## src/rtl/core/kmcs_pkg.sv

```systemverilog
`timescale 1ns / 1ps
package kmcs_pkg;

  localparam int unsigned MAX_ORDER_DEF    = 7;
  localparam int unsigned GRAM_ENTRIES_DEF = 1024;
  localparam int unsigned COUNT_BITS_DEF   = 16;
  localparam int unsigned KEY_W            = 56;
  localparam int unsigned KEY_BYTES        = 7;

  typedef enum logic [2:0] {
    FUNC_LOAD   = 3'd0,
    FUNC_CLOSE  = 3'd1,
    FUNC_TOTAL  = 3'd2,
    FUNC_FOLLOW = 3'd3,
    FUNC_SAMPLE = 3'd4
  } func_e;

  typedef enum logic [2:0] {
    OP_LOAD,
    OP_CLOSE,
    OP_TOTAL,
    OP_FOLLOW,
    OP_SAMPLE,
    OP_NOP
  } op_e;

  typedef enum logic [1:0] {
    ST_OK        = 2'd0,
    ST_NOT_FOUND = 2'd1,
    ST_FULL      = 2'd2,
    ST_SAT       = 2'd3
  } st_e;

  typedef enum logic [3:0] {
    BK_FETCH,
    BK_SRCH_RD,
    BK_SRCH_CMP,
    BK_CLR,
    BK_RD,
    BK_CNT_UPD,
    BK_FEED_END,
    BK_Q_OUT,
    BK_SMP_TOT,
    BK_MOD,
    BK_WALK_A,
    BK_WALK_B,
    BK_WALK_C,
    BK_WALK_D,
    BK_DONE
  } bk_state_e;

  typedef struct packed {
    logic [2:0]       func;
    logic [7:0]       char_in;
    logic [KEY_W-1:0] kgram;
    logic [31:0]      rand_value;
  } in_item_t;

  typedef struct packed {
    logic [7:0]  result_char;
    logic [15:0] count;
    logic [1:0]  status;
  } out_item_t;

  typedef struct packed {
    op_e              op;
    logic [2:0]       k;
    logic [7:0]       ch;
    logic [KEY_W-1:0] key;
    logic [31:0]      rnd;
  } cmd_t;

  function automatic logic [KEY_W-1:0] win_mask(input logic [2:0] k);
    logic [KEY_W-1:0] m;
    m = '0;
    for (int i = 0; i < KEY_BYTES; i++) begin
      if (3'(i) < k) begin
        m[8*i +: 8] = 8'hFF;
      end
    end
    return m;
  endfunction

endpackage

```

## src/rtl/core/kmcs_queue.sv

```systemverilog
`timescale 1ns / 1ps
module kmcs_queue (
  input  logic           clk_i,
  input  logic           rst_ni,
  input  logic           push_i,
  input  kmcs_pkg::cmd_t cmd_i,
  input  logic           pop_i,
  output kmcs_pkg::cmd_t cmd_o,
  output logic           full_o,
  output logic           valid_o
);
  import kmcs_pkg::*;

  cmd_t       slot_q [2];
  logic       wr_q, wr_d;
  logic       rd_q, rd_d;
  logic [1:0] fill_q, fill_d;
  logic       do_pop;

  assign full_o  = (fill_q == 2'd2);
  assign valid_o = (fill_q != 2'd0);
  assign cmd_o   = slot_q[rd_q];
  assign do_pop  = pop_i && valid_o;

  always_comb begin
    wr_d   = push_i ? !wr_q : wr_q;
    rd_d   = do_pop ? !rd_q : rd_q;
    fill_d = fill_q + 2'(push_i) - 2'(do_pop);
  end

  always_ff @(posedge clk_i or negedge rst_ni) begin
    if (!rst_ni) begin
      wr_q   <= 1'b0;
      rd_q   <= 1'b0;
      fill_q <= 2'd0;
    end else begin
      wr_q   <= wr_d;
      rd_q   <= rd_d;
      fill_q <= fill_d;
    end
  end

  always_ff @(posedge clk_i) begin
    if (push_i) begin
      slot_q[wr_q] <= cmd_i;
    end
  end

endmodule

```

## config.mk

```make
export PLATFORM = sky130hd
export DESIGN_NAME = kmcs_queue
export DESIGN_NICKNAME = d
export VERILOG_FILES = /design/src/rtl/core/kmcs_pkg.sv /design/src/rtl/core/kmcs_queue.sv
export SDC_FILE = /design/constraint.sdc
export NUM_CORES = 1
export LEC_CHECK = 0
export ABC_AREA = 1
export BUFFER_PORTS_ARGS = -buffer_cell sky130_fd_sc_hd__buf_2
export CAP_MARGIN = 20
export CORE_ASPECT_RATIO = 1.25
export CORE_MARGIN = 2
export CORE_UTILIZATION = 40
export DETAILED_ROUTE_END_ITERATION = 12
export GPL_ROUTABILITY_DRIVEN = 0
export PLACE_DENSITY = 0.61
export SLEW_MARGIN = 20
export SYNTH_ARGS = -nofsm -noshare
export SYNTH_HDL_FRONTEND = slang
export SYNTH_SLANG_ARGS = --single-unit
```

## constraint.sdc

```tcl
create_clock -name clk_i -period 8.23 [get_ports clk_i]
set_input_delay 1.646 -clock clk_i [delete_from_list [all_inputs] [get_ports clk_i]]
set_output_delay 1.646 -clock clk_i [all_outputs]
set_load 0.05 [all_outputs]
```

-- Word level (Yosys, flattened, before mapping)
Memories as Yosys holds them, arrays and structs flattened.
Index checks and enable logic that the tools add are counted.
- mux-type cells: 2
- $add $sub $neg: 2
- equal/unequal tests: 1
- reductions and logical operators: 4
- operators by type and width (cell ; count):
    adder 2 x 1 -> 2 bit ; 1
    == test 2 bit (second input constant) ; 1
    zero test 1 bit ; 2
    2-to-1 mux 1 bit ; 2
    nonzero test 2 bit ; 1
    subtractor 2 x 1 -> 2 bit ; 1
    logical AND 1 bit ; 1
- flip-flop bits (word level): 4
- input bits: 106
- word-level logic and storage cells: 13
- memory bits (writable): 204
- memories kept: 1
- output and inout bits: 104
- memory list (memory ; depth ; bits a word ; rd ports ; clocked after memory_dff ; wr ports ; RTL line ; text):
    slot_q ; 2 ; 102 ; 1 ; 0 ; 1 ; kmcs_queue.sv:14 ; cmd_t slot_q [2];

-- Logic depth before layout (Yosys ltp)
- depth after elaboration: 3
- gate-level depth with buffers: 10
- mapped depth without buffers: 10

-- Worst setup path after synthesis
OpenSTA, ideal clock, no wires.
- path type: input to register
- start point: input port push_i
- end point: memory slot_q[0][0] (netlist bit), enable pin
- path buffers: 0
- library setup time: 0.566 ns
- cell stages on the path: 2
- data arrival time: 5.955 ns
- data required time: 7.664 ns
- path slack: 1.708 ns
- cell sequence: inv_1 > nor2_1
- longest elaborated chain between the ends: 2
- ends and longest elaborated chain (item ; RTL line ; text):
    from (decl) ; kmcs_queue.sv:5 ; input logic push_i,
    2-to-1 mux 1 bit ; kmcs_queue.sv:44 ; if (push_i) begin
    2-to-1 mux 1 bit (not written as such) ; kmcs_queue.sv:45 ; slot_q[wr_q] <= cmd_i;
    to (decl) ; kmcs_queue.sv:14 ;
No other way between the ends.

==> flow_summary.json <==
{
  "maxSlewHeadroom_pct": 32.81,
  "ir_drop_uv": 253.9,
  "synthesis.nets": 671,
  "pin_count": 210,
  "cpPeakStageDelay_ns": 0.66,
  "dp_hpwl_mm": 9.978,
  "dieArea_sq_um": 20340,
  "cp_cell_sequence": "clkinv_2 > buf_4 > nand2_1 > nand2_1 > buf_2",
  "grt_pass1_vias": 4852,
  "fin_crit_ns": 4.387,
  "worstPathMaxFanout": 64,
  "die_h_um": 158.9,
  "start_util_pct": 40.91,
  "rows": 56,
  "crit_family": "buffers and inverters",
  "drc_errors": 0,
  "synth_top_cells_by_area": "edfxtp_1 (80%), nand2_1 (15%), dfrtp_1 (1.3%)",
  "die_w_um": 128.0,
  "cts_hold_buf": 0,
  "grt_antenna_before_repair": 0,
  "ys.warnings.count": 0,
  "layout-drive-gt1-share_pct": 30.29,
  "ctsRootBufferMaster": "clkbuf_16",
  "dpl_cell_area_sq_um": 8879,
  "synth_top_area_cell": "edfxtp_1",
  "critPathBufInv": 3,
  "place.port_buffers": 209,
  "critPathSlowestCell": "buf_4",
  "worstPathRequired_ns": 6.58,
  "num-nets-final": 884,
  "arrival_ns": 2.74,
  "numCtsBuffers": 21,
  "status": "finished clean",
  "hold_violations": 0,
  "ff2ff_setup_slack_ns": 5.76,
  "setup_violations": 0,
  "pre_cts_slack_ns": 4.265,
  "rsz0062_at_grt": "no",
  "cts_sinks": 208,
  "track_usage_pct": 15.43,
  "drt_iter0_markers": 223,
  "post_cts_buffers": 0,
  "max_cap_violations": 0,
  "cts_max_level": 1,
  "drt_pass1_iterations": 4,
  "cts_tree": "yes",
  "viasPerCell": 4.673,
  "grt_pass1_wl_mm": 24.78,
  "core_area_sq_um": 18780,
  "grt-ovfl-total": 0,
  "layout_setup_ws_ns": 3.843,
  "avgSynthCellArea_sq_um": 13.65,
  "cts_buffer_depth": 3,
  "startpoint_type": "register",
  "clk_pin_slew_ns": 0.06,
  "clk_latency_ns": 0.48,
  "clock_skew_ns": 0.009969,
  "fin_crit_sh_pct": 53.31,
  "ys_ff_latch": 208,
  "fin_area_sq_um": 9487,
  "num_vias": 4771,
  "fin_setup_tns_ns": 0,
  "leakagePower_nw": 4.113,
  "powerDensity_nw_per_um2": 433.8,
  "max_freq_mhz": 227.9,
  "critPathMostFrequentCell": "nand2_1",
  "finalWirelength_mm": 16.09,
  "endpoint_kind": "primary output",
  "diodes": 0,
  "grt_max_degree": 80,
  "drtAntennaViolNets": 0,
  "synth_cell_types": 12,
  "cts_resized": 0,
  "slew_violations": 0,
  "hold_path_class": "register to register",
  "syn-cell-area_sq_um": 7682,
  "p_total_w": 0.004115,
  "tightest_slew_ns": 1.008,
  "synth_top_area_share_pct": 79.74,
  "crit_type": "register to primary output",
  "synth_seq_area_share_pct": 81.04,
  "synth_cells": 563,
  "syn2layout_area_growth_pct": 23.49,
  "wire_per_inst_um": 15.76
}
cells in the mapped netlist:
cell type / n
ha_1: 2
dfrtp_1: 4
buf_2: 7
buf_4: 8
edfxtp_1: 204
inv_1: 8
nand2_1: 316
nor2_1: 2
nand3_1: 2
inv_2: 1
xor2_1: 1
buf_6: 8
metal layers:
metal,part of all wire (%),vias to the layer above,GRT usage (%)
li1,-,2319,-
met1,39,2261,17.37
met2,50,168,27.64
met3,9.6,23,5.813
met4,1.4,0,3.546
met5,0,-,0
area by class of cell:
| class | instances | area [sq um] |
|---|---|---|
| multi-input cells | 323 | 1245 |
| clock buffers | 27 | 548.0 |
| flip-flops and latches | 208 | 6230 |
| repair buffers | 213 | 1076 |
| clock inverters | 9 | 60.06 |
| inverters | 9 | 37.54 |
| fillers | 1668 | 9291 |
| well taps | 232 | 290.3 |
flip-flops by register name (all words and copies together), names as in the netlist:
name,count
fill_q,2
wr_q,1
slot_q,204
rd_q,1
path summary, 6_finish.rpt:
path / start / end / cells past startpoint
setup / recovery: rd_q$_DFFE_PN0P_ / cmd_o[8] / 5
hold / removal: wr_q$_DFFE_PN0P_ / wr_q$_DFFE_PN0P_ / 1
setup reg to reg: wr_q$_DFFE_PN0P_ / slot_q[0][95]$_DFFE_PP_ / 2
hold reg to reg: wr_q$_DFFE_PN0P_ / wr_q$_DFFE_PN0P_ / 1
max in group asynchronous: rst_ni / rd_q$_DFFE_PN0P_ / 1
min in group asynchronous: rst_ni / wr_q$_DFFE_PN0P_ / 1
power by group:
group / internal [W] / switching, W / leakage (nW) / total (W)
clock network: 0.000497 / 0.000360 / 0.293 / 0.000857
registers: 0.00141 / 0.0000675 / 1.96 / 0.00148
logic: 0.000322 / 0.00146 / 1.86 / 0.00178
stage by stage:
stage               hold slack (ns)  util (%)  cells
floorplan                    0.4634         -    563
global placement             0.5349     47.28    985
detailed placement           0.5309     47.28    985
CTS                          0.5439     50.52   1021
global route                 0.5865     50.52   1021
finish                       0.5427     50.52   1021
kinds of logic (layout without fill, tap and decap cells):
logic type	count (synthesis)	in the layout	synth area share [%]
XOR/XNOR	1	1	0.1140
buffers and inverters	32	258	2.850
flip-flops	208	208	81.04
AND/OR/NAND/NOR	320	320	15.67
adder cells (fa/ha/maj)	2	2	0.3257
cells in the final DEF, fill, tap and decap left out, drive strengths merged:
master and n:
xor2 1, ha 2, nand2 316, inv 8, buf 213, dfrtp 4, nand3 2, clkinv 9
clkbuf 27, nor2 2, bufinv 1, edfxtp 204
No activity file was read; power rests on OpenSTA's default activity.
