## config.mk

```make
export PLATFORM = sky130hd
export DESIGN_NAME = kmcs_front
export DESIGN_NICKNAME = d
export VERILOG_FILES = /design/src/rtl/core/kmcs_pkg.sv /design/src/rtl/core/kmcs_front.sv
export SDC_FILE = /design/constraint.sdc
export NUM_CORES = 1
export LEC_CHECK = 0
export ABC_AREA = 0
export BUFFER_PORTS_ARGS = -buffer_cell sky130_fd_sc_hd__buf_4
export CORE_AREA = 2 2 82 84
export CTS_CLUSTER_DIAMETER = 30
export CTS_CLUSTER_SIZE = 40
export DETAILED_ROUTE_END_ITERATION = 6
export DIE_AREA = 0 0 84 86
export SYNTH_ARGS = -nofsm -noshare
export SYNTH_HDL_FRONTEND = slang
export SYNTH_SLANG_ARGS = --single-unit
```

## constraint.sdc

```tcl
create_clock -name clk_i -period 0.8 [get_ports clk_i]
set_clock_uncertainty 0.15 [all_clocks]
set_input_delay 0.04 -clock clk_i [delete_from_list [all_inputs] [get_ports clk_i]]
set_output_delay 0.04 -clock clk_i [all_outputs]
set_load 0.01 [all_outputs]
```

## src/rtl/core/kmcs_pkg.sv

```systemverilog
`timescale 1ns / 1ps
package kmcs_pkg;

  localparam int unsigned MAX_ORDER_DEF    = 7;
  localparam int unsigned GRAM_ENTRIES_DEF = 1024;
  localparam int unsigned COUNT_BITS_DEF   = 16;
  localparam int unsigned KEY_W            = 56;
  localparam int unsigned KEY_BYTES        = 7;

  typedef enum logic [2:0] {
    FUNC_LOAD   = 3'd0,
    FUNC_CLOSE  = 3'd1,
    FUNC_TOTAL  = 3'd2,
    FUNC_FOLLOW = 3'd3,
    FUNC_SAMPLE = 3'd4
  } func_e;

  typedef enum logic [2:0] {
    OP_LOAD,
    OP_CLOSE,
    OP_TOTAL,
    OP_FOLLOW,
    OP_SAMPLE,
    OP_NOP
  } op_e;

  typedef enum logic [1:0] {
    ST_OK        = 2'd0,
    ST_NOT_FOUND = 2'd1,
    ST_FULL      = 2'd2,
    ST_SAT       = 2'd3
  } st_e;

  typedef enum logic [3:0] {
    BK_FETCH,
    BK_SRCH_RD,
    BK_SRCH_CMP,
    BK_CLR,
    BK_RD,
    BK_CNT_UPD,
    BK_FEED_END,
    BK_Q_OUT,
    BK_SMP_TOT,
    BK_MOD,
    BK_WALK_A,
    BK_WALK_B,
    BK_WALK_C,
    BK_WALK_D,
    BK_DONE
  } bk_state_e;

  typedef struct packed {
    logic [2:0]       func;
    logic [7:0]       char_in;
    logic [KEY_W-1:0] kgram;
    logic [31:0]      rand_value;
  } in_item_t;

  typedef struct packed {
    logic [7:0]  result_char;
    logic [15:0] count;
    logic [1:0]  status;
  } out_item_t;

  typedef struct packed {
    op_e              op;
    logic [2:0]       k;
    logic [7:0]       ch;
    logic [KEY_W-1:0] key;
    logic [31:0]      rnd;
  } cmd_t;

  function automatic logic [KEY_W-1:0] win_mask(input logic [2:0] k);
    logic [KEY_W-1:0] m;
    m = '0;
    for (int i = 0; i < KEY_BYTES; i++) begin
      if (3'(i) < k) begin
        m[8*i +: 8] = 8'hFF;
      end
    end
    return m;
  endfunction

endpackage

```

## src/rtl/core/kmcs_front.sv

```systemverilog
`timescale 1ns / 1ps
module kmcs_front #(
  parameter int unsigned MAX_ORDER = kmcs_pkg::MAX_ORDER_DEF
) (
  input  logic               clk_i,
  input  logic               rst_ni,
  input  logic [2:0]         order_i,
  input  logic               in_valid_i,
  output logic               in_ready_o,
  input  kmcs_pkg::in_item_t in_item_i,
  input  logic               q_full_i,
  output logic               push_o,
  output kmcs_pkg::cmd_t     cmd_o
);
  import kmcs_pkg::*;

  logic [2:0] k_eff;
  logic       busy_q;

  assign k_eff      = (order_i > 3'(MAX_ORDER)) ? 3'(MAX_ORDER) : order_i;
  assign in_ready_o = !q_full_i && rst_ni && busy_q;
  assign push_o     = in_valid_i && in_ready_o;

  // open the input from the cycle after reset release
  always_ff @(posedge clk_i or negedge rst_ni) begin
    if (!rst_ni) begin
      busy_q <= 1'b0;
    end else begin
      busy_q <= 1'b1;
    end
  end

  always_comb begin
    cmd_o.k   = k_eff;
    cmd_o.ch  = in_item_i.char_in;
    cmd_o.key = in_item_i.kgram & win_mask(k_eff);
    cmd_o.rnd = in_item_i.rand_value;
    unique case (in_item_i.func)
      FUNC_LOAD:   cmd_o.op = OP_LOAD;
      FUNC_CLOSE:  cmd_o.op = OP_CLOSE;
      FUNC_TOTAL:  cmd_o.op = OP_TOTAL;
      FUNC_FOLLOW: cmd_o.op = OP_FOLLOW;
      FUNC_SAMPLE: cmd_o.op = OP_SAMPLE;
      default:     cmd_o.op = OP_NOP;
    endcase
  end

endmodule

```

* After elaboration in Yosys (flattened, before gate mapping) *
Cells that the tools add are included.

cells by class
  reduce and logical (&&, ||, !) cells = 5
  muxes and demuxes = 9
  bitwise operators = 1
  $lt $le $gt $ge = 8
  equal/unequal tests = 4

operators by type and width
  kind                                                        count
  AND 56 bit                                                  1
  two-way mux 8 bit                                           7
  case mux 3 bit (5 select lines)                             1
  less-than comparator 3 bit (first input constant)           3
  equality test 3 x 2 -> 1 bit (second input constant)        2
  less-than comparator 1 x 3 -> 1 bit (first input constant)  2
  less-than comparator 2 x 3 -> 1 bit (first input constant)  2
  equality test 3 x 1 -> 1 bit (second input constant)        1
  equality test 3 bit (second input constant)                 1
  > comparator 3 bit (second input constant)                  1
  logical AND 1 bit                                           3
  zero test 3 bit                                             1
  two-way mux 3 bit                                           1
  zero test 1 bit                                             1

word-level totals
  word-level logic and storage cells = 28
  input port bits = 106
  bits in registers = 1
  output and inout port bits = 104

* Logic depth before layout (Yosys ltp) *
Gate-level depths: netlist of the first run.

  depth in word-level cells = 5
  gate-level depth with buffers = 3
  mapped depth without buffers = 2

* Worst setup path after synthesis of the first run *
No wires, ideal clock.

  path type = register to output
  start point = reg busy_q
  end point = out push_o
  data required time = 0.610 ns
  data arrival time = 0.689 ns
  setup slack = -0.079 ns
  cell stages (with the launch flop) = 3
  cells stage by stage = dfrtp_1 > nand2_1 > nor3b_1

on the way
  word-level cells in the longest chain between the ends = 2

RTL lines
  element                   line              source
  start: declaration        kmcs_front.sv:18  logic busy_q;
  start signal: assignment  kmcs_front.sv:27  busy_q <= 1'b0;
  start signal: assignment  kmcs_front.sv:29  busy_q <= 1'b1;
  logical AND 1 bit         kmcs_front.sv:21  assign in_ready_o = !q_full_i && rst_ni && busy_q;
  logical AND 1 bit         kmcs_front.sv:22  assign push_o = in_valid_i && in_ready_o;
  end: declaration          kmcs_front.sv:12  output logic push_o,

Every way passes these cells.

==> flow_summary.ini, run 1 <==
[status]
violations = setup timing
status = finished, violations left

[setup_path]
worstSetupEndpointType = primary output
worst-path-max-fanout = 8
critical-path-max-stage-delay_ns = 0.18
cp.arrival_ns = 0.68
crit_slowest_cell = nor3_4
critPathKind = input pin to primary output
startpoint_type = input pin
crit_required_ns = 0.61
crit_chain = buf_12 -> nor3_4 -> buf_6 -> nor2b_1 -> buf_4

[placement]
portBuffers = 129
dp_hpwl_um = 2900
place_congestion = 0.736

[detailed_routing]
postRouteAntennaNets = 0
dr.pass1.iters = 4
drcViolationCount = 0
wirelength_um = 3950
wl_per_cell_um = 12.3
viasPerCell = 3.73
drt_iter0_drc = 9
vias = 1201

[timing]
setup_viol = 38
timing.final.crit_period_ns = 0.869
fmax_ghz = 1.15
holdWs_ns = 0.131
drv_slew = 0
hold_viol_final = 0
post-route-period-util_pct = 109
rsz0062_at_grt = true
setup_ws_ns = -0.0685

[cells_and_area]
layout.nets = 353
largest_register_ffs = 1
largest_register = busy_q
drive_gt1_share_pct = 65.7
reg_top3 = busy_q (1)
syn2layout_area_growth_pct = 194
diodes = 0

[synthesis]
synth_seq_cells = 1
seq_area_frac_synth_pct = 3.22
synth-compound-area-share_pct = 3.22
synthAdderAreaFrac_pct = 0
yosysUniqueCellTypes = 17
muxShareOfSynthArea_pct = 0
ys_top_cells_by_count = buf_4, nor2b_1, and2_1
synth-simple-area-share_pct = 50.6
synth_xor_area_share_pct = 0
yosysWarnings = 0
syn_avg_cell_area_um2 = 6.77
synth_ff_type = dfrtp_1
synth_top_family_by_area = simple AND/OR/NAND/NOR gates
syn_inst = 115
ys_top_cells_by_area = buf_4, nor2b_1, and2_1
synth_edf_count = 0
synthArstFlopShare_pct = 100
post_synth_instance_area_um2 = 778
yosysMostFrequentCell = buf_4
synth_top_area_share_pct = 38.6
synth_nets = 221
synth_area_leader_cell = buf_4

[floorplanning]
ios = 210
start_util_pct = 12.4
core_um2 = 6280
fp-row-count = 29
die_area_um2 = 7220
fp.dieW_um = 84
die_y_um = 86

[global_routing]
grt_usage_pct = 9.13
grt_pass1_vias = 1161
grt-ovfl-total = 0
grt_pass1_wl_um = 5660
antenna_found_initial = 0
grt_max_degree = 13

[power]
swShare_pct = 33.5
seqPwrFrac_pct = 4.5
p_int_mw = 0.812
p_total_mw = 1.22
p_comb_share_pct = 95.5
vdd_drop_max_mv = 0.301
p_switching_mw = 0.409
p_per_area_nw_per_um2 = 534
p_leak_nw = 1.49
clkPwrFrac_pct = 0

[run]
max-cap-violations = 0

[min_path]
min_path_type = input pin to primary output

[clock_network]
postCtsSetupRepairBufs = 0
-- power by group through the flow --
stage	logic [mW]	registers (mW)	clock network, mW
finish	1.17	0.0551	0
global placement	0.788	0.0547	0
CTS	1.14	0.0551	0
floorplan	0.459	0.0546	0
global route	1.24	0.0552	0
detailed placement	0.794	0.0547	0
-- cells in the final DEF (no fill, tap or decap), drive strengths merged --
| master | n |
|---|---|
| and2 | 24 |
| nand2 | 1 |
| dlygate4sd3 | 1 |
| o21a | 1 |
| nor2b | 25 |
| dfrtp | 1 |
| conb | 1 |
| dlymetal6s4s | 40 |
| bufbuf | 1 |
| a21o | 1 |
| nor3b | 1 |
| buf | 135 |
| and3 | 9 |
| nor2 | 2 |
| nor3 | 1 |
| a21oi | 1 |
-- through the flow --
| stage | setup WS (ns) | area, µm² | instances | TNS, ns | utilization [%] |
|---|---|---|---|---|---|
| final | -0.0685 | 2290 | 322 | -1.31 | 36.4 |
| after floorplan | 0.00236 | 783 | 115 | 0 | - |
| after global routing | -0.107 | 2290 | 322 | -2.84 | 36.4 |
| after detailed placement | -0.147 | 1560 | 280 | -4.97 | 24.9 |
| after CTS | -0.0787 | 2180 | 322 | -2.15 | 34.7 |
| after global placement | -0.134 | 1560 | 280 | -4.67 | 24.9 |
-- final cells by class --
class / instances / area, µm²
fillers: 626 / 3990
multi-input cells: 67 / 498
flip-flops and latches: 1 / 25.0
well taps: 77 / 96.3
repair buffers: 177 / 1670
-- repair_timing --
action,4_1_cts,5_1_grt
pin swaps,19,0
setup endpoints to repair,58,95
hold endpoints to repair,41,0
resized for setup,49,43
hold buffers,41,0
cloned,1,0
-- metal layers --
layer,vias up,routed length [µm],GRT usage (%)
li1,571,-,-
met1,526,1190,9.16
met2,104,2320,20.2
met3,0,442,1.64
met4,0,0,0
met5,-,0,0
-- critical path, delay by kind of cell --
family | cells | cell delay (ns)
simple gates | 2 | 0.23
buf+inv | 3 | 0.40
-- logic make-up after synthesis --
kind of cell,count (synthesis)
buffers and inverters,47
AO/OA/AOI/OAI,3
other,1
flip-flops,1
AND/OR/NAND/NOR,63
-- worst paths after layout --
kind / start / endpoint / slack (ns) / cells past startpoint
setup / recovery: order_i[2] / cmd_o[38] / -0.07 / 5
hold / removal: in_item_i[98] / cmd_o[101] / 0.13 / 2
max in group asynchronous: rst_ni / busy_q / 0.19 / 2
min in group asynchronous: rst_ni / busy_q / 0.21 / 2
Power figures use the tool's default switching activity.
==> run 2, diff against run 1 <==
- BUFFER_PORTS_ARGS: -buffer_cell sky130_fd_sc_hd__buf_4 -> unset
- DONT_BUFFER_PORTS: unset -> 1
==> flow_summary.ini, run 2 (synthesis results as in run 1) <==
[setup_path]
crit_end = cmd_o[3]
cp_num_buf_inv = 1
critPathKind = input pin to primary output
worst-path-max-fanout = 1
critical-path-max-stage-delay_ns = 0.60
cp.arrival_ns = 0.64
crit_chain = dlygate4sd3_1
crit_slowest_cell = dlygate4sd3_1
crit_family = buffers and inverters
startpoint_type = input pin
cp.depth = 1
crit_required_ns = 0.61
startpoint = in_item_i[3]
worstSetupEndpointType = primary output

[timing]
drv_slew = 0
fmax_ghz = 1.21
rsz0062_at_grt = true
post-route-period-util_pct = 103
setup_viol = 41
hold_viol_final = 6
holdWs_ns = -0.0700
setup_ws_ns = -0.0257
timing.final.crit_period_ns = 0.826

[cells_and_area]
diodes = 0
layout.nets = 219
largest_register = busy_q
layout_common_cells = dlygate4sd3_1, nor2b_1, and2_1
drive_gt1_share_pct = 6.31
largest_register_ffs = 1
fin_area_um2 = 986
syn2layout_area_growth_pct = 26.7
reg_top3 = busy_q (1)
mostFrequentLayoutCell = dlygate4sd3_1

[floorplanning]
die_y_um = 86
ios = 210
fp.dieW_um = 84
die_area_um2 = 7220
core_um2 = 6280
fp-row-count = 29
start_util_pct = 12.4

[detailed_routing]
drt_iter0_drc = 10
viasPerCell = 3.89
dr.pass1.iters = 4
vias = 731
wirelength_um = 2970
wl_per_cell_um = 15.8
drcViolationCount = 0
postRouteAntennaNets = 0

[placement]
dpl_cell_area_um2 = 557
place_congestion = 0.671
place_worst_setup_slack_ns = -0.0354
portBuffers = 0
dp_hpwl_um = 2280

[global_routing]
grt_pass1_vias = 549
grt_max_degree = 23
antenna_found_initial = 0
grt_usage_pct = 5.56
grt-ovfl-total = 0
grt_pass1_wl_um = 3140

[power]
p_per_area_nw_per_um2 = 558
p_leak_nw = 0.400
p_total_mw = 0.550
vdd_drop_max_mv = 0.237

[clock_network]
postCtsSetupRepairBufs = 0

[status]
violations = hold timing, setup timing
status = finished, violations left

[run]
max-cap-violations = 0

[min_path]
min_path_type = input pin to primary output
==> run 2: cell types whose count changed in the layout (fill, tap and decap cells not counted), sizes merged <==
cell / previous run / this run
dlymetal6s4s: 40 / 0
buf: 135 / 1
dlygate4sd3: 1 / 42
bufbuf: 1 / 0
==> run 2: final cells by class <==
class                      count  area, µm²
fill                         684       5290
multi-input combinational     67        437
timing repair buffer          43        428
tap                           77       96.3
sequential                     1       25.0
==> run 2: power by group <==
| part | switching [mW] | internal, mW | total [mW] |
|---|---|---|---|
| clock network | 0 | 0 | 0 |
| logic | 0.265 | 0.230 | 0.495 |
| registers | 0.00122 | 0.0541 | 0.0553 |
| total | 0.266 | 0.284 | 0.550 |
==> run 2: timing repair <==
action / CTS / global route
hold buffers: 1 / 41
endpoints found under the hold margin: 48 / 47
pin swaps: 2 / 0
endpoints found under the setup margin: 1 / 2
gates resized for setup: 2 / 0
==> run 2: stage by stage <==
step,TNS (ns),util (%),std cells
2_1_floorplan,0,-,115
3_3_place_gp,-0.0286,8.87,146
3_5_place_dp,-0.0354,8.87,146
4_1_cts,-0.000624,9.17,147
5_1_grt,-0.858,15.7,188
6_report,-0.545,15.7,188
==> run 2: metal layers <==
layer | wire length, µm | GRT usage, % | vias up
met4 | 23 | 1.47 | 0
met1 | 845 | 4.98 | 318
li1 | - | - | 303
met5 | 0 | 0 | -
met3 | 312 | 1.44 | 2
met2 | 1790 | 12.0 | 108
==> run 2: worst min path at each step <==
stage / depth (start not counted) / startpoint / to / slack (ns)
floorplan: 0 / rst_ni / busy_q / -0.41
global placement: 0 / rst_ni / busy_q / -0.41
detailed placement: 0 / rst_ni / busy_q / -0.41
CTS: 0 / in_item_i[15] / cmd_o[15] / -0.07
global route: 0 / in_item_i[11] / cmd_o[11] / -0.07
finish: 0 / in_item_i[11] / cmd_o[11] / -0.07
==> run 3, diff against run 2 <==
- ABC_AREA: 0 -> 1
- CORE_AREA: 2 2 82 84 -> 2 2 81 83
- DIE_AREA: 0 0 84 86 -> 0 0 83 85
==> flow_summary.ini, run 3 <==
[setup_path]
worstSetupEndpointType = primary output
cp_num_buf_inv = 1
worst-path-max-fanout = 5
startpoint_type = input pin
crit_chain = dlygate4sd3_1
crit_required_ns = 0.61
critPathKind = input pin to primary output
critical-path-max-stage-delay_ns = 0.60
crit_family = buffers and inverters
cp.arrival_ns = 0.64
crit_slowest_cell = dlygate4sd3_1

[synthesis]
synth_ff_type = dfrtp_1
ys_top_cells_by_area = buf_4, inv_1, a21boi_0
syn_avg_cell_area_um2 = 5.37
syn_inst = 159
synth_area_leader_cell = buf_4
yosysWarnings = 0
synthArstFlopShare_pct = 100
seq_area_frac_synth_pct = 2.93
ys_top_cells_by_count = inv_1, buf_4, nor2_1
synth_nets = 265
synth_edf_count = 0
yosysMostFrequentCell = inv_1
yosysUniqueCellTypes = 13
synth_seq_cells = 1
post_synth_instance_area_um2 = 853
synth_top_area_share_pct = 37.0

[floorplanning]
ios = 210
core_um2 = 6200
fp-row-count = 29
fp.dieW_um = 83
die_y_um = 85
start_util_pct = 13.8
die_area_um2 = 7060

[detailed_routing]
drcViolationCount = 0
dr.pass1.iters = 4
wl_per_cell_um = 12.5
wirelength_um = 3120
viasPerCell = 3.79
postRouteAntennaNets = 0
drt_iter0_drc = 13
vias = 944

[timing]
timing.final.crit_period_ns = 0.826
rsz0062_at_grt = true
fmax_ghz = 1.21
setup_ws_ns = -0.0258
hold_viol_final = 8
post-route-period-util_pct = 103
setup_viol = 39
holdWs_ns = -0.0700
drv_slew = 0

[cells_and_area]
layout.nets = 278
drive_gt1_share_pct = 14.1
layout_common_cells = inv_1, dlygate4sd3_1, nor2_1
fin_area_um2 = 1190
fillers = 704
final_core_util_pct = 19.2
reg_top3 = busy_q (1)
mostFrequentLayoutCell = inv_1
syn2layout_area_growth_pct = 39.9
largest_register = busy_q
largest_register_ffs = 1

[global_routing]
use_met1_pct = 5.95
grt_pass1_vias = 716
grt_util_met3_pct = 1.56
grt_pass1_wl_um = 3620
grt_busiest_layer = met2
grt_usage_pct = 6.34
antenna_found_initial = 2
grtUsageMet2_pct = 12.0
grt-ovfl-total = 0
grt_max_degree = 17

[placement]
place_worst_setup_slack_ns = -0.00540
dpl_cell_area_um2 = 769
place_congestion = 0.794
portBuffers = 0
dp_hpwl_um = 2380

[power]
p_total_mw = 0.666
p_leak_nw = 0.682
p_per_area_nw_per_um2 = 558
vdd_drop_max_mv = 0.275

[run]
max-cap-violations = 0

[status]
violations = hold timing, setup timing
status = finished, violations left

[clock_network]
postCtsSetupRepairBufs = 0

[min_path]
min_path_type = input pin to primary output
-- run 3: cell families (layout without fill, tap and decap cells) --
family / after synthesis / after routing / synth area share [%]
AOI/OAI and AO/OA: 25 / 25 / 19.6
buffers and inverters: 91 / 102 / 58.6
DFF: 1 / 1 / 2.93
other: 1 / 3 / 0.439
and+or+nand+nor: 41 / 41 / 18.3
-- run 3: final timing paths --
| kind | from | endpoint | slack [ns] | cells past startpoint |
|---|---|---|---|---|
| max in group asynchronous | rst_ni | busy_q | 0.29 | 1 |
| min in group asynchronous | rst_ni | busy_q | 0.11 | 1 |
| max | order_i[0] | cmd_o[96] | -0.03 | 1 |
| min | in_item_i[10] | cmd_o[10] | -0.07 | 0 |
-- run 3: power breakdown --
part	leakage, nW	switching, mW	internal [mW]
registers	0.0117	0.000562	0.0541
clock network	0.0000127	0	0.000000335
logic	0.671	0.327	0.284
-- run 3: stage by stage --
stage	instances	setup TNS (ns)
after floorplan	159	0
after global placement	207	0
after detailed placement	207	-0.00540
after CTS	208	0
after global routing	249	-0.906
final	249	-0.543
-- run 3: metal layers --
layer / routed length [µm] / share of wire, % / vias up
li1: - / - / 436
met1: 989 / 32 / 392
met2: 1730 / 55 / 112
met3: 367 / 12 / 4
met4: 42 / 1.3 / 0
met5: 0 / 0 / -
-- run 3: what timing repair did --
item / CTS / global route
gates cloned: 0 / 0
setup endpoints to repair: 1 / 18
resized for setup: 2 / 14
hold buffers: 1 / 39
hold endpoints to repair: 48 / 47
-- run 3: layout make-up --
class                           count  area, µm²  area share [%]
Timing Repair Buffer               58        548            45.9
Multi-Input combinational cell     67        354            29.7
Tap cell                           77       96.3            8.07
Sequential cell                     1       25.0            2.10
Antenna cell                        2       5.00           0.419
Inverter                           44        165            13.8
